==> src/rtl/bpft_pkg.sv <==
// Package for the beep pattern and fault tone controller.
// Holds the operation and state types, fixed constants and the
// command and status structs shared by the controller and datapath.
package bpft_pkg;

  localparam int TICK_W = 27;
  localparam int QUOT_W = 26;
  localparam int PERIOD_W = 16;
  localparam int DIV_STEPS = QUOT_W;
  localparam int STEP_W = $clog2(DIV_STEPS);

  localparam logic [PERIOD_W-1:0] ALARM_PERIOD = 16'd488;
  localparam logic [QUOT_W-1:0] MS_SCALE = 26'd1000;

  typedef enum logic [1:0] {
    OP_TICK  = 2'd0,
    OP_BEEP  = 2'd1,
    OP_RAISE = 2'd2,
    OP_CLEAR = 2'd3
  } op_t;

  typedef enum logic [2:0] {
    ST_IDLE,
    ST_LOAD_ON,
    ST_DIV_ON,
    ST_LOAD_OFF,
    ST_DIV_OFF,
    ST_FINISH
  } state_t;

  typedef struct packed {
    logic capture;
    logic div_load;
    logic div_load_off;
    logic div_step;
    logic commit;
  } cmd_t;

  typedef struct packed {
    logic beep_start;
  } status_t;

endpackage

==> src/rtl/beep_pattern_and_fault_tone_controller_unit.sv <==
// Beep pattern and fault tone controller, top level; uses bpft_ctrl, bpft_dp, bpft_pkg.
// Tick, raise and clear transactions go from capture to the finish state, which
// commits the result once the output slot is free. An accepted beep request runs
// two 26-step serial divisions through one shared divider. A refused one keeps the
// sequencer and fault state. The result register frees the input. Synchronous
// active-high reset clears FSM, sequencer and fault state and sets tone reload to 488.
module beep_pattern_and_fault_tone_controller_unit (
  input  logic        clk,
  input  logic        rst,
  input  logic        cfg_write_en,
  input  logic [15:0] cfg_write_data,
  input  logic        in_valid,
  output logic        in_ready,
  input  logic [1:0]  operation,
  input  logic [15:0] on_ms,
  input  logic [15:0] off_ms,
  input  logic [7:0]  beep_count,
  input  logic [1:0]  fault_id,
  input  logic        bot_enabled,
  output logic        out_valid,
  input  logic        out_ready,
  output logic        tone_on,
  output logic [15:0] tone_period,
  output logic [14:0] tone_compare,
  output logic        ticking,
  output logic        fault_active,
  output logic        accepted
);

  bpft_pkg::cmd_t    cmd;
  bpft_pkg::status_t status;

  bpft_ctrl u_ctrl (
    .clk       (clk),
    .rst       (rst),
    .in_valid  (in_valid),
    .in_ready  (in_ready),
    .out_valid (out_valid),
    .out_ready (out_ready),
    .status    (status),
    .cmd       (cmd)
  );

  bpft_dp u_dp (
    .clk            (clk),
    .rst            (rst),
    .cmd            (cmd),
    .status         (status),
    .cfg_write_en   (cfg_write_en),
    .cfg_write_data (cfg_write_data),
    .operation      (operation),
    .on_ms          (on_ms),
    .off_ms         (off_ms),
    .beep_count     (beep_count),
    .fault_id       (fault_id),
    .bot_enabled    (bot_enabled),
    .tone_on        (tone_on),
    .tone_period    (tone_period),
    .tone_compare   (tone_compare),
    .ticking        (ticking),
    .fault_active   (fault_active),
    .accepted       (accepted)
  );

endmodule

==> src/rtl/bpft_ctrl.sv <==
// Controller state machine for the beep pattern and fault tone controller.
// Sequences capture, the two serial divisions and the commit of each transaction.
// Depends on bpft_pkg.
module bpft_ctrl (
  input  logic              clk,
  input  logic              rst,
  input  logic              in_valid,
  output logic              in_ready,
  output logic              out_valid,
  input  logic              out_ready,
  input  bpft_pkg::status_t status,
  output bpft_pkg::cmd_t    cmd
);

  bpft_pkg::state_t state;
  bpft_pkg::state_t state_next;
  logic [bpft_pkg::STEP_W-1:0] step_cnt;
  logic last_step;
  logic slot_free;

  assign last_step = (step_cnt == bpft_pkg::STEP_W'(bpft_pkg::DIV_STEPS - 1));
  assign slot_free = !out_valid || out_ready;

  always_comb begin
    state_next = state;
    unique case (state)
      bpft_pkg::ST_IDLE: begin
        if (in_valid) begin
          state_next = status.beep_start ? bpft_pkg::ST_LOAD_ON : bpft_pkg::ST_FINISH;
        end
      end
      bpft_pkg::ST_LOAD_ON: begin
        state_next = bpft_pkg::ST_DIV_ON;
      end
      bpft_pkg::ST_DIV_ON: begin
        if (last_step) state_next = bpft_pkg::ST_LOAD_OFF;
      end
      bpft_pkg::ST_LOAD_OFF: begin
        state_next = bpft_pkg::ST_DIV_OFF;
      end
      bpft_pkg::ST_DIV_OFF: begin
        if (last_step) state_next = bpft_pkg::ST_FINISH;
      end
      bpft_pkg::ST_FINISH: begin
        if (slot_free) state_next = bpft_pkg::ST_IDLE;
      end
      default: begin
        state_next = bpft_pkg::ST_IDLE;
      end
    endcase
  end

  always_comb begin
    in_ready         = 1'b0;
    cmd              = '0;
    unique case (state)
      bpft_pkg::ST_IDLE: begin
        in_ready    = 1'b1;
        cmd.capture = in_valid;
      end
      bpft_pkg::ST_LOAD_ON: begin
        cmd.div_load = 1'b1;
      end
      bpft_pkg::ST_DIV_ON: begin
        cmd.div_step = 1'b1;
      end
      bpft_pkg::ST_LOAD_OFF: begin
        cmd.div_load     = 1'b1;
        cmd.div_load_off = 1'b1;
      end
      bpft_pkg::ST_DIV_OFF: begin
        cmd.div_step = 1'b1;
      end
      bpft_pkg::ST_FINISH: begin
        cmd.commit = slot_free;
      end
      default: begin
        in_ready = 1'b0;
      end
    endcase
  end

  always_ff @(posedge clk) begin
    if (rst) begin
      state     <= bpft_pkg::ST_IDLE;
      step_cnt  <= '0;
      out_valid <= 1'b0;
    end else begin
      state <= state_next;
      if (cmd.div_load) begin
        step_cnt <= '0;
      end else if (cmd.div_step) begin
        step_cnt <= step_cnt + 1'b1;
      end
      if (cmd.commit) begin
        out_valid <= 1'b1;
      end else if (out_ready) begin
        out_valid <= 1'b0;
      end
    end
  end

endmodule

==> src/rtl/bpft_dp.sv <==
// Datapath for the beep pattern and fault tone controller.
// Holds the tone reload register, sequencer and fault state, a restoring divider
// and the result register. Depends on bpft_pkg.
module bpft_dp (
  input  logic                            clk,
  input  logic                            rst,
  input  bpft_pkg::cmd_t                  cmd,
  output bpft_pkg::status_t               status,
  input  logic                            cfg_write_en,
  input  logic [bpft_pkg::PERIOD_W-1:0]   cfg_write_data,
  input  logic [1:0]                      operation,
  input  logic [15:0]                     on_ms,
  input  logic [15:0]                     off_ms,
  input  logic [7:0]                      beep_count,
  input  logic [1:0]                      fault_id,
  input  logic                            bot_enabled,
  output logic                            tone_on,
  output logic [bpft_pkg::PERIOD_W-1:0]   tone_period,
  output logic [14:0]                     tone_compare,
  output logic                            ticking,
  output logic                            fault_active,
  output logic                            accepted
);

  logic [bpft_pkg::PERIOD_W-1:0] tone_reload;

  logic [1:0]  op_r;
  logic [15:0] on_ms_r;
  logic [15:0] off_ms_r;
  logic [7:0]  count_r;
  logic [1:0]  fid_r;
  logic        bot_r;

  logic [2:0]                  fault_flags;
  logic                        alarm_latched;
  logic [bpft_pkg::TICK_W-1:0] on_ticks;
  logic [bpft_pkg::TICK_W-1:0] period_ticks;
  logic [7:0]                  wanted_beeps;
  logic [7:0]                  done_beeps;
  logic [bpft_pkg::TICK_W-1:0] tick_count;
  logic                        tone_running;
  logic                        sequencer_running;
  logic                        alarm_period_select;

  logic [2:0]                  fault_flags_next;
  logic                        alarm_latched_next;
  logic [bpft_pkg::TICK_W-1:0] on_ticks_next;
  logic [bpft_pkg::TICK_W-1:0] period_ticks_next;
  logic [7:0]                  wanted_beeps_next;
  logic [7:0]                  done_beeps_next;
  logic [bpft_pkg::TICK_W-1:0] tick_count_next;
  logic                        tone_running_next;
  logic                        sequencer_running_next;
  logic                        alarm_period_select_next;
  logic                        accepted_next;
  logic [bpft_pkg::PERIOD_W-1:0] period_next;

  logic [bpft_pkg::QUOT_W-1:0] quot;
  logic [bpft_pkg::QUOT_W-1:0] on_quot;
  logic [15:0]                 rem;
  logic [bpft_pkg::QUOT_W-1:0] dividend;
  logic [16:0]                 rem_shift;
  logic [15:0]                 rem_sub;
  logic                        quot_bit;

  logic [2:0]                  fault_bit;
  logic [2:0]                  raised_flags;
  logic [2:0]                  cleared_flags;
  logic [bpft_pkg::TICK_W-1:0] tick_base;
  logic [7:0]                  done_inc;

  assign status.beep_start = (bpft_pkg::op_t'(operation) == bpft_pkg::OP_BEEP) && !alarm_latched;

  // The multiplier output feeds the divider register directly.
  assign dividend = (cmd.div_load_off ? bpft_pkg::QUOT_W'(off_ms_r) : bpft_pkg::QUOT_W'(on_ms_r))
                    * bpft_pkg::MS_SCALE;

  // With a zero reload every quotient bit comes out set, which gives the
  // saturated tick count.
  assign rem_shift = {rem, quot[bpft_pkg::QUOT_W-1]};
  assign rem_sub   = rem_shift[15:0] - tone_reload;
  assign quot_bit  = (rem_shift >= {1'b0, tone_reload});

  always_ff @(posedge clk) begin
    if (cmd.div_load) begin
      quot <= dividend;
      rem  <= '0;
      if (cmd.div_load_off) on_quot <= quot;
    end else if (cmd.div_step) begin
      quot <= {quot[bpft_pkg::QUOT_W-2:0], quot_bit};
      rem  <= quot_bit ? rem_sub : rem_shift[15:0];
    end
  end

  always_ff @(posedge clk) begin
    if (cmd.capture) begin
      op_r     <= operation;
      on_ms_r  <= on_ms;
      off_ms_r <= off_ms;
      count_r  <= beep_count;
      fid_r    <= fault_id;
      bot_r    <= bot_enabled;
    end
  end

  always_comb begin
    fault_bit     = (fid_r == 2'd3) ? 3'b000 : (3'b001 << fid_r);
    raised_flags  = fault_flags | fault_bit;
    cleared_flags = fault_flags & ~fault_bit;
    done_inc      = done_beeps + 8'd1;

    fault_flags_next         = fault_flags;
    alarm_latched_next       = alarm_latched;
    on_ticks_next            = on_ticks;
    period_ticks_next        = period_ticks;
    wanted_beeps_next        = wanted_beeps;
    done_beeps_next          = done_beeps;
    tick_count_next          = tick_count;
    tone_running_next        = tone_running;
    sequencer_running_next   = sequencer_running;
    alarm_period_select_next = alarm_period_select;
    accepted_next            = 1'b0;
    tick_base                = tick_count;

    unique case (bpft_pkg::op_t'(op_r))
      bpft_pkg::OP_TICK: begin
        if (sequencer_running) begin
          if (done_beeps < wanted_beeps) begin
            if (tick_count == on_ticks) begin
              tone_running_next = 1'b0;
            end else if (tick_count >= period_ticks) begin
              done_beeps_next = done_inc;
              tick_base       = '0;
              if (done_inc < wanted_beeps) tone_running_next = 1'b1;
            end
            tick_count_next = tick_base + 1'b1;
          end else begin
            tone_running_next      = 1'b0;
            sequencer_running_next = 1'b0;
          end
        end
      end
      bpft_pkg::OP_BEEP: begin
        if (!alarm_latched) begin
          tick_count_next        = '0;
          done_beeps_next        = '0;
          on_ticks_next          = {1'b0, on_quot};
          period_ticks_next      = {1'b0, on_quot} + {1'b0, quot};
          wanted_beeps_next      = count_r;
          sequencer_running_next = 1'b1;
          tone_running_next      = 1'b1;
          accepted_next          = 1'b1;
        end
      end
      bpft_pkg::OP_RAISE: begin
        fault_flags_next = raised_flags;
        if ((raised_flags != 3'b000) && bot_r) begin
          alarm_latched_next       = 1'b1;
          alarm_period_select_next = 1'b1;
          tone_running_next        = 1'b1;
        end
      end
      bpft_pkg::OP_CLEAR: begin
        fault_flags_next = cleared_flags;
        if (cleared_flags == 3'b000) begin
          alarm_latched_next       = 1'b0;
          alarm_period_select_next = 1'b0;
          tone_running_next        = 1'b0;
        end
      end
      default: begin
        accepted_next = 1'b0;
      end
    endcase

    period_next = alarm_period_select_next ? bpft_pkg::ALARM_PERIOD : tone_reload;
  end

  always_ff @(posedge clk) begin
    if (rst) begin
      tone_reload         <= bpft_pkg::ALARM_PERIOD;
      fault_flags         <= '0;
      alarm_latched       <= 1'b0;
      on_ticks            <= '0;
      period_ticks        <= '0;
      wanted_beeps        <= '0;
      done_beeps          <= '0;
      tick_count          <= '0;
      tone_running        <= 1'b0;
      sequencer_running   <= 1'b0;
      alarm_period_select <= 1'b0;
    end else begin
      if (cfg_write_en) tone_reload <= cfg_write_data;
      if (cmd.commit) begin
        fault_flags         <= fault_flags_next;
        alarm_latched       <= alarm_latched_next;
        on_ticks            <= on_ticks_next;
        period_ticks        <= period_ticks_next;
        wanted_beeps        <= wanted_beeps_next;
        done_beeps          <= done_beeps_next;
        tick_count          <= tick_count_next;
        tone_running        <= tone_running_next;
        sequencer_running   <= sequencer_running_next;
        alarm_period_select <= alarm_period_select_next;
      end
    end
  end

  always_ff @(posedge clk) begin
    if (cmd.commit) begin
      tone_on      <= tone_running_next;
      tone_period  <= period_next;
      tone_compare <= period_next[bpft_pkg::PERIOD_W-1:1];
      ticking      <= sequencer_running_next;
      fault_active <= alarm_latched_next;
      accepted     <= accepted_next;
    end
  end

endmodule

==> config.mk <==
export PLATFORM = sky130hd
export DESIGN_NAME = beep_pattern_and_fault_tone_controller_unit
export DESIGN_NICKNAME = d
export VERILOG_FILES = /design/src/rtl/bpft_pkg.sv /design/src/rtl/beep_pattern_and_fault_tone_controller_unit.sv /design/src/rtl/bpft_ctrl.sv /design/src/rtl/bpft_dp.sv
export SDC_FILE = /design/constraint.sdc
export NUM_CORES = 1
export LEC_CHECK = 0
export ABC_AREA = 1
export BUFFER_PORTS_ARGS = -buffer_cell sky130_fd_sc_hd__buf_2
export CAP_MARGIN = 20
export CORE_MARGIN = 1.5
export CORE_UTILIZATION = 25
export DETAILED_ROUTE_END_ITERATION = 10
export PLACE_DENSITY = 0.5
export SETUP_SLACK_MARGIN = 0.5
export SYNTH_ARGS = -nofsm -noshare
export SYNTH_HDL_FRONTEND = slang
export SYNTH_SLANG_ARGS = --single-unit
==> constraint.sdc <==
create_clock -name clk -period 5.4 [get_ports clk]
set_input_delay 0.27 -clock clk [delete_from_list [all_inputs] [get_ports clk]]
set_output_delay 0.27 -clock clk [all_outputs]
set_load 0.05 [all_outputs]
# == Word-level counts from Yosys, hierarchy flattened ==
# Cells that the tools add are included.
# totals
register_bits,261
input_bits,66
output_inout_bits,37
# op_classes
add_sub_neg,5
n_mul,1
n_lt_le_gt_ge,4
eq_ne,21
n_shift,1
muxes,55
bitwise,4
n_reduce_logical,22
# ops
cell,n
$mux 27,8
$pmux 27 s2,1
$mux 26,2
$mux 8,5
$mux 16,2
$add 26x26->27,1
$add 27x1->27 const B,1
$eq 27x26->1,1
$ge 27x27->1,1
$mul 26x7->23 const B,1
$mux 1,24
$mux 3,6
$pmux 3 s6,1
$ge 17x16->1,1
$lt 8x8->1,2
$pmux 8 s2,1
$sub 16x16->16,1
$ne 2x1->1 const B,6
$add 8x1->8 const B,1
$reduce_bool 2->1,4
$reduce_and 7->1,1
$eq 2x2->1 const B,3
$eq 3x2->1 const B,2
$eq 3x3->1 const B,2
other kinds (24),35

# == Logic depth before layout (Yosys ltp) ==
# depth
word_depth,10
mapped_depth,29
depth_no_buf,28

# == Hierarchy ==
# A second synthesis with hierarchy kept.
# hier_totals
cells_unflattened,2066
hier_area_um2,16787.4
# by_module_without_submodules
module,n_inst,cells_per_inst,area_each_um2,seq_area_each_um2
bpft_dp,1,1979,16208.0,6185.9
bpft_ctrl,1,87,579.3,180.2

# == Worst setup path after synthesis ==
# Ideal clock, no wire load.
# synth_path
path_kind,reg2reg
from,register u_ctrl.state[0]
to,"register u_dp.quot[20] (netlist name), data pin"
setup_ps,254
arrival_time_ps,5590
required_time_ps,5146
slack_ps,-444
stages_incl_launch_ff,28
n_path_buf,1
cell_sequence,dfxtp_1 -> inv_1 -> nor3_1 -> clkbuf_1 -> or2_2 -> o21ai_1 -> nor2_1 -> inv_1 -> nand2_1 -> inv_1 -> ha_1 -> inv_1 -> fa_1 -> fa_1 -> fa_1 -> inv_1 -> ha_1 -> nand2_1 -> nor2_1 -> nand2_1 -> o211ai_1 -> a31oi_1 -> o21ai_0 -> nand2_1 -> nand2_1 -> or2_2 -> nand3_1 -> nand2_1
# synth_via
elab_chain_cells,5
elab_cells_between_ends,8
classes_between,mul: 1; eq/ne: 2; mux: 4; reduce/logical: 1
# synth_lines
element,line_no,text
start: declaration,bpft_ctrl.sv:15,bpft_pkg::state_t state;
start signal: assignment,bpft_ctrl.sv:85,state <= bpft_pkg::ST_IDLE;
start signal: assignment,bpft_ctrl.sv:89,state <= state_next;
$eq 3x2->1,bpft_ctrl.sv:56,unique case (state)
$mux 1,bpft_ctrl.sv:56,
$mux 16,bpft_dp.sv:75,assign dividend = (cmd.div_load_off ? bpft_pkg::QUOT_W'(off_ms_r) : bpft_pkg::QUOT_W'(on_ms_r))
$mul 26x7->23,bpft_dp.sv:76,* bpft_pkg::MS_SCALE;
$mux 26 (*),bpft_dp.sv:85,if (cmd.div_load) begin
end signal: assignment,bpft_dp.sv:86,quot <= dividend;
end signal: assignment,bpft_dp.sv:90,"quot <= {quot[bpft_pkg::QUOT_W-2:0], quot_bit};"
end: declaration,bpft_dp.sv:58,logic [bpft_pkg::QUOT_W-1:0] quot;
# Mark *: on every way between the ends. The rest lies on a longest branch, timed or not.
# A chain may end at the register's enable or synchronous reset.

# == Worst setup path after layout ==
# layout_path
from,register u_ctrl.state[1]
to,"register u_dp.quot[25] (netlist name), data pin"
# Same word-level chain as after synthesis.

==> key figures <==
Final layout
  • Fill count: 6906
  • Multi-input logic area: 0.00964 mm²
  • Layout cell share with drive strength beyond 1: 17.9%
  • Total area of sequential cells: 0.00637 mm²
  • Nets@finish: 2528
  • Syn-to-layout area delta: 25.1%
  • Diodes inserted: 0

Synthesis
  • Yosys warns: 0
  • Synth Area in XOR/XNOR: 3.39%
  • Synth Area in Compound Gates: 14.8%
  • Largest cells by area after synthesis: edfxtp_1 (20%), dfxtp_1 (18%), ha_1 (10%)
  • Adder-Cell Fraction of Synth Area: 15.9%
  • Largest family of logic cells by synthesized area: simple AND/OR/NAND/NOR gates
  • Prevailing post-synth register cell: dfxtp_1
  • Area leader, netlist: edfxtp_1
  • Async S/R FF share, synth: 0%
  • Mux share of post-synthesis cell area: 0%
  • Avg Synthesized Cell Area: 8.08 µm²
  • Netlist cell types: 56
  • Cell count after synthesis: 2079
  • Count leader, synth: nand2_1
  • Number of synthesized flops with an enable pin: 114
  • Post-Syn Nets: 2329
  • Cell area after synthesis: 0.0168 mm²
  • Synth Area in Simple Gates: 18.9%
  • Seq/Total Area, Yosys: 37.9%
  • Synth top area share: 20.4%
  • Synth Register Bits: 261
  • Top post-synthesis cells by count: nand2_1 (343), inv_1 (300), a21oi_1 (213)

Critical path
  • Worst reg-to-reg path cell count: 22
  • CP endpoint kind: flip-flop
  • Required time of the critical path: 5.81 ns
  • Max FO, Critical Path: 6
  • Crit path DAT: 5.53 ns
  • Setup CP Type: flip-flop to flip-flop
  • CP Launch Type: flip-flop

Die
  • Die area: 0.0688 mm²
  • Num ports: 103
  • Row count: 94
  • DIE HEIGHT: 262 µm
  • Effective utilization at floorplan: 25.4%
  • Width of the die: 262 µm
  • Core area: 0.0661 mm²

Global routing
  • Grt met2 use: 20.8%
  • GRT Util Overall: 12.6%
  • Initial antenna violation count: 0
  • Pin count of the biggest net entering global routing: 69
  • Grt peak-use layer: met2
  • Vias in the first global route: 14023
  • GRT overflow: 0
  • Met3 GRT Util: 1.67%
  • Global-route wire length before repair: 72.2 mm
  • Met1 GRT Util: 17.4%

STA
  • Max Slew Vio Count: 0
  • Clock period minus worst slack: 5.12 ns
  • Max Clock Skew: 0.0173 ns
  • Slew at the pin with the worst max-slew slack: 1.06 ns
  • Final Hold Slack: 0.0223 ns
  • Worst slew margin: 29.2%
  • Fin crit share: 94.9%
  • Setup total negative slack: 0 ns
  • Final Setup Violations: 0
  • Max Fclk: 0.195 GHz
  • Final hold vios: 0
  • RSZ-0062 raised after global routing: yes

Min path
  • Hold Path Depth: 4
  • Hold Crit Class: primary input to flip-flop

Drt
  • DR vias: 14304
  • Final WL: 45.2 mm
  • Via density: 4.52
  • Final ANT Viol Nets: 0
  • Wire per inst: 14.3 µm
  • Drt drc: 0
  • 1st-iter DRT viols: 805
  • Iteration count of the initial detailed-routing pass: 5

Clocking
  • Clock slew at reported path FFs: 0.06 ns
  • CTS Buf Count: 29
  • Number of H-tree levels: 1
  • CTS tree: done
  • Clock Sinks: 261
  • Clk_lat worst skew: 0.57 ns
  • Root buffer cell: clkbuf_16
  • Clock buffer depth: 3

Placed design
  • DP HPWL: 32.7 mm
  • GP Congestion: 0.872
  • Port Buffers: 102

Run status
  • Status: finished, final reports clean

Run
  • Max Cap Viol: 0
critical path: stages, from the launching register on:
cell      delay (ns)
dfxtp_2         0.35
inv_2           0.05
nor3_4          0.29
buf_6           0.16
buf_8           0.12
or2_4           0.13
o21ai_4         0.06
buf_4           0.15
fa_1            0.49
fa_1            0.57
fa_1            0.44
fa_1            0.51
inv_1           0.06
ha_4            0.23
buf_4           0.15
a21oi_2         0.17
o21ai_2         0.10
a21oi_2         0.20
nand3_2         0.13
a21oi_2         0.14
o21bai_1        0.08
or2_4           0.23
a31oi_1         0.15
cells by family after synthesis:
family | Yosys count
buffers and inverters | 383
AO/OA/AOI/OAI | 457
AND/OR/NAND/NOR | 729
flip-flops | 261
adder cells (fa/ha/maj) | 184
XOR/XNOR | 65
flip-flops by register name, indices dropped and copies added (netlist names), 2 cells and up, named ones only:
name               flops
u_dp.done_beeps        8
u_dp.fid_r             2
u_dp.tone_period      16
u_ctrl.step_cnt        5
u_dp.tick_count       27
u_dp.on_quot          26
u_dp.on_ms_r          16
u_ctrl.state           3
u_dp.on_ticks         26
u_dp.rem              16
u_dp.count_r           8
u_dp.wanted_beeps      8
u_dp.op_r              2
u_dp.off_ms_r         16
u_dp.period_ticks     27
u_dp.tone_reload      16
u_dp.quot             26
repair_timing:
action                     4_1_cts  5_1_grt
hold buffers                    57        0
hold endpoints to repair        57        0
pin swaps                       51       71
setup endpoints to repair       12       13
gates cloned                     1        0
setup buffers                   40       16
resized for setup               89       75
per-layer routing:
layer / routed length (µm) / vias up
li1: - / 7316
met3: 1380 / 60
met2: 20800 / 201
met1: 22100 / 6727
met4: 943 / 0
met5: 0 / -
stage by stage:
stage                     instance area [µm²]  worst slack [ns]  std cells  util [%]
final                                   21000             0.276       3165      31.8
after global placement                  18400             0.148       2996      27.8
after floorplan                         17000             0.510       2079         -
after CTS                               20600             0.347       3149      31.2
after detailed placement                18400           -0.0262       2997      27.8
after global routing                    21000            0.0789       3165      31.8
placed cells by master, fill, tap and decap left out, drive strengths merged, types with 57 or more instances in the layout:
cell / instances
dfxtp: 147
buf: 184
nand3: 116
inv: 309
ha: 135
edfxtp: 114
o21ai: 167
nand2: 345
nor2: 189
dlygate4sd3: 57
a21oi: 215
path summary, 6_finish.rpt:
check / from / end / slack, ns
setup / recovery: u_ctrl.state[1] / u_dp.quot[25] / 0.28
hold / removal: out_ready / u_ctrl.out_valid / 0.02
hold reg to reg: u_dp.quot[1] / u_dp.on_quot[1] / 0.47
setup reg to reg: u_ctrl.state[1] / u_dp.quot[25] / 0.28
layout make-up:
class	instances	share of cell area, %
clock inverters	18	0.935
clock buffers	36	3.63
flip-flops and latches	261	30.3
inverters	310	5.59
well taps	864	5.15
multi-input cells	1435	45.9
repair buffers	241	8.50
Power is not shown: default switching activity piles up to over one toggle a cycle in this logic, so the estimate is an artifact.
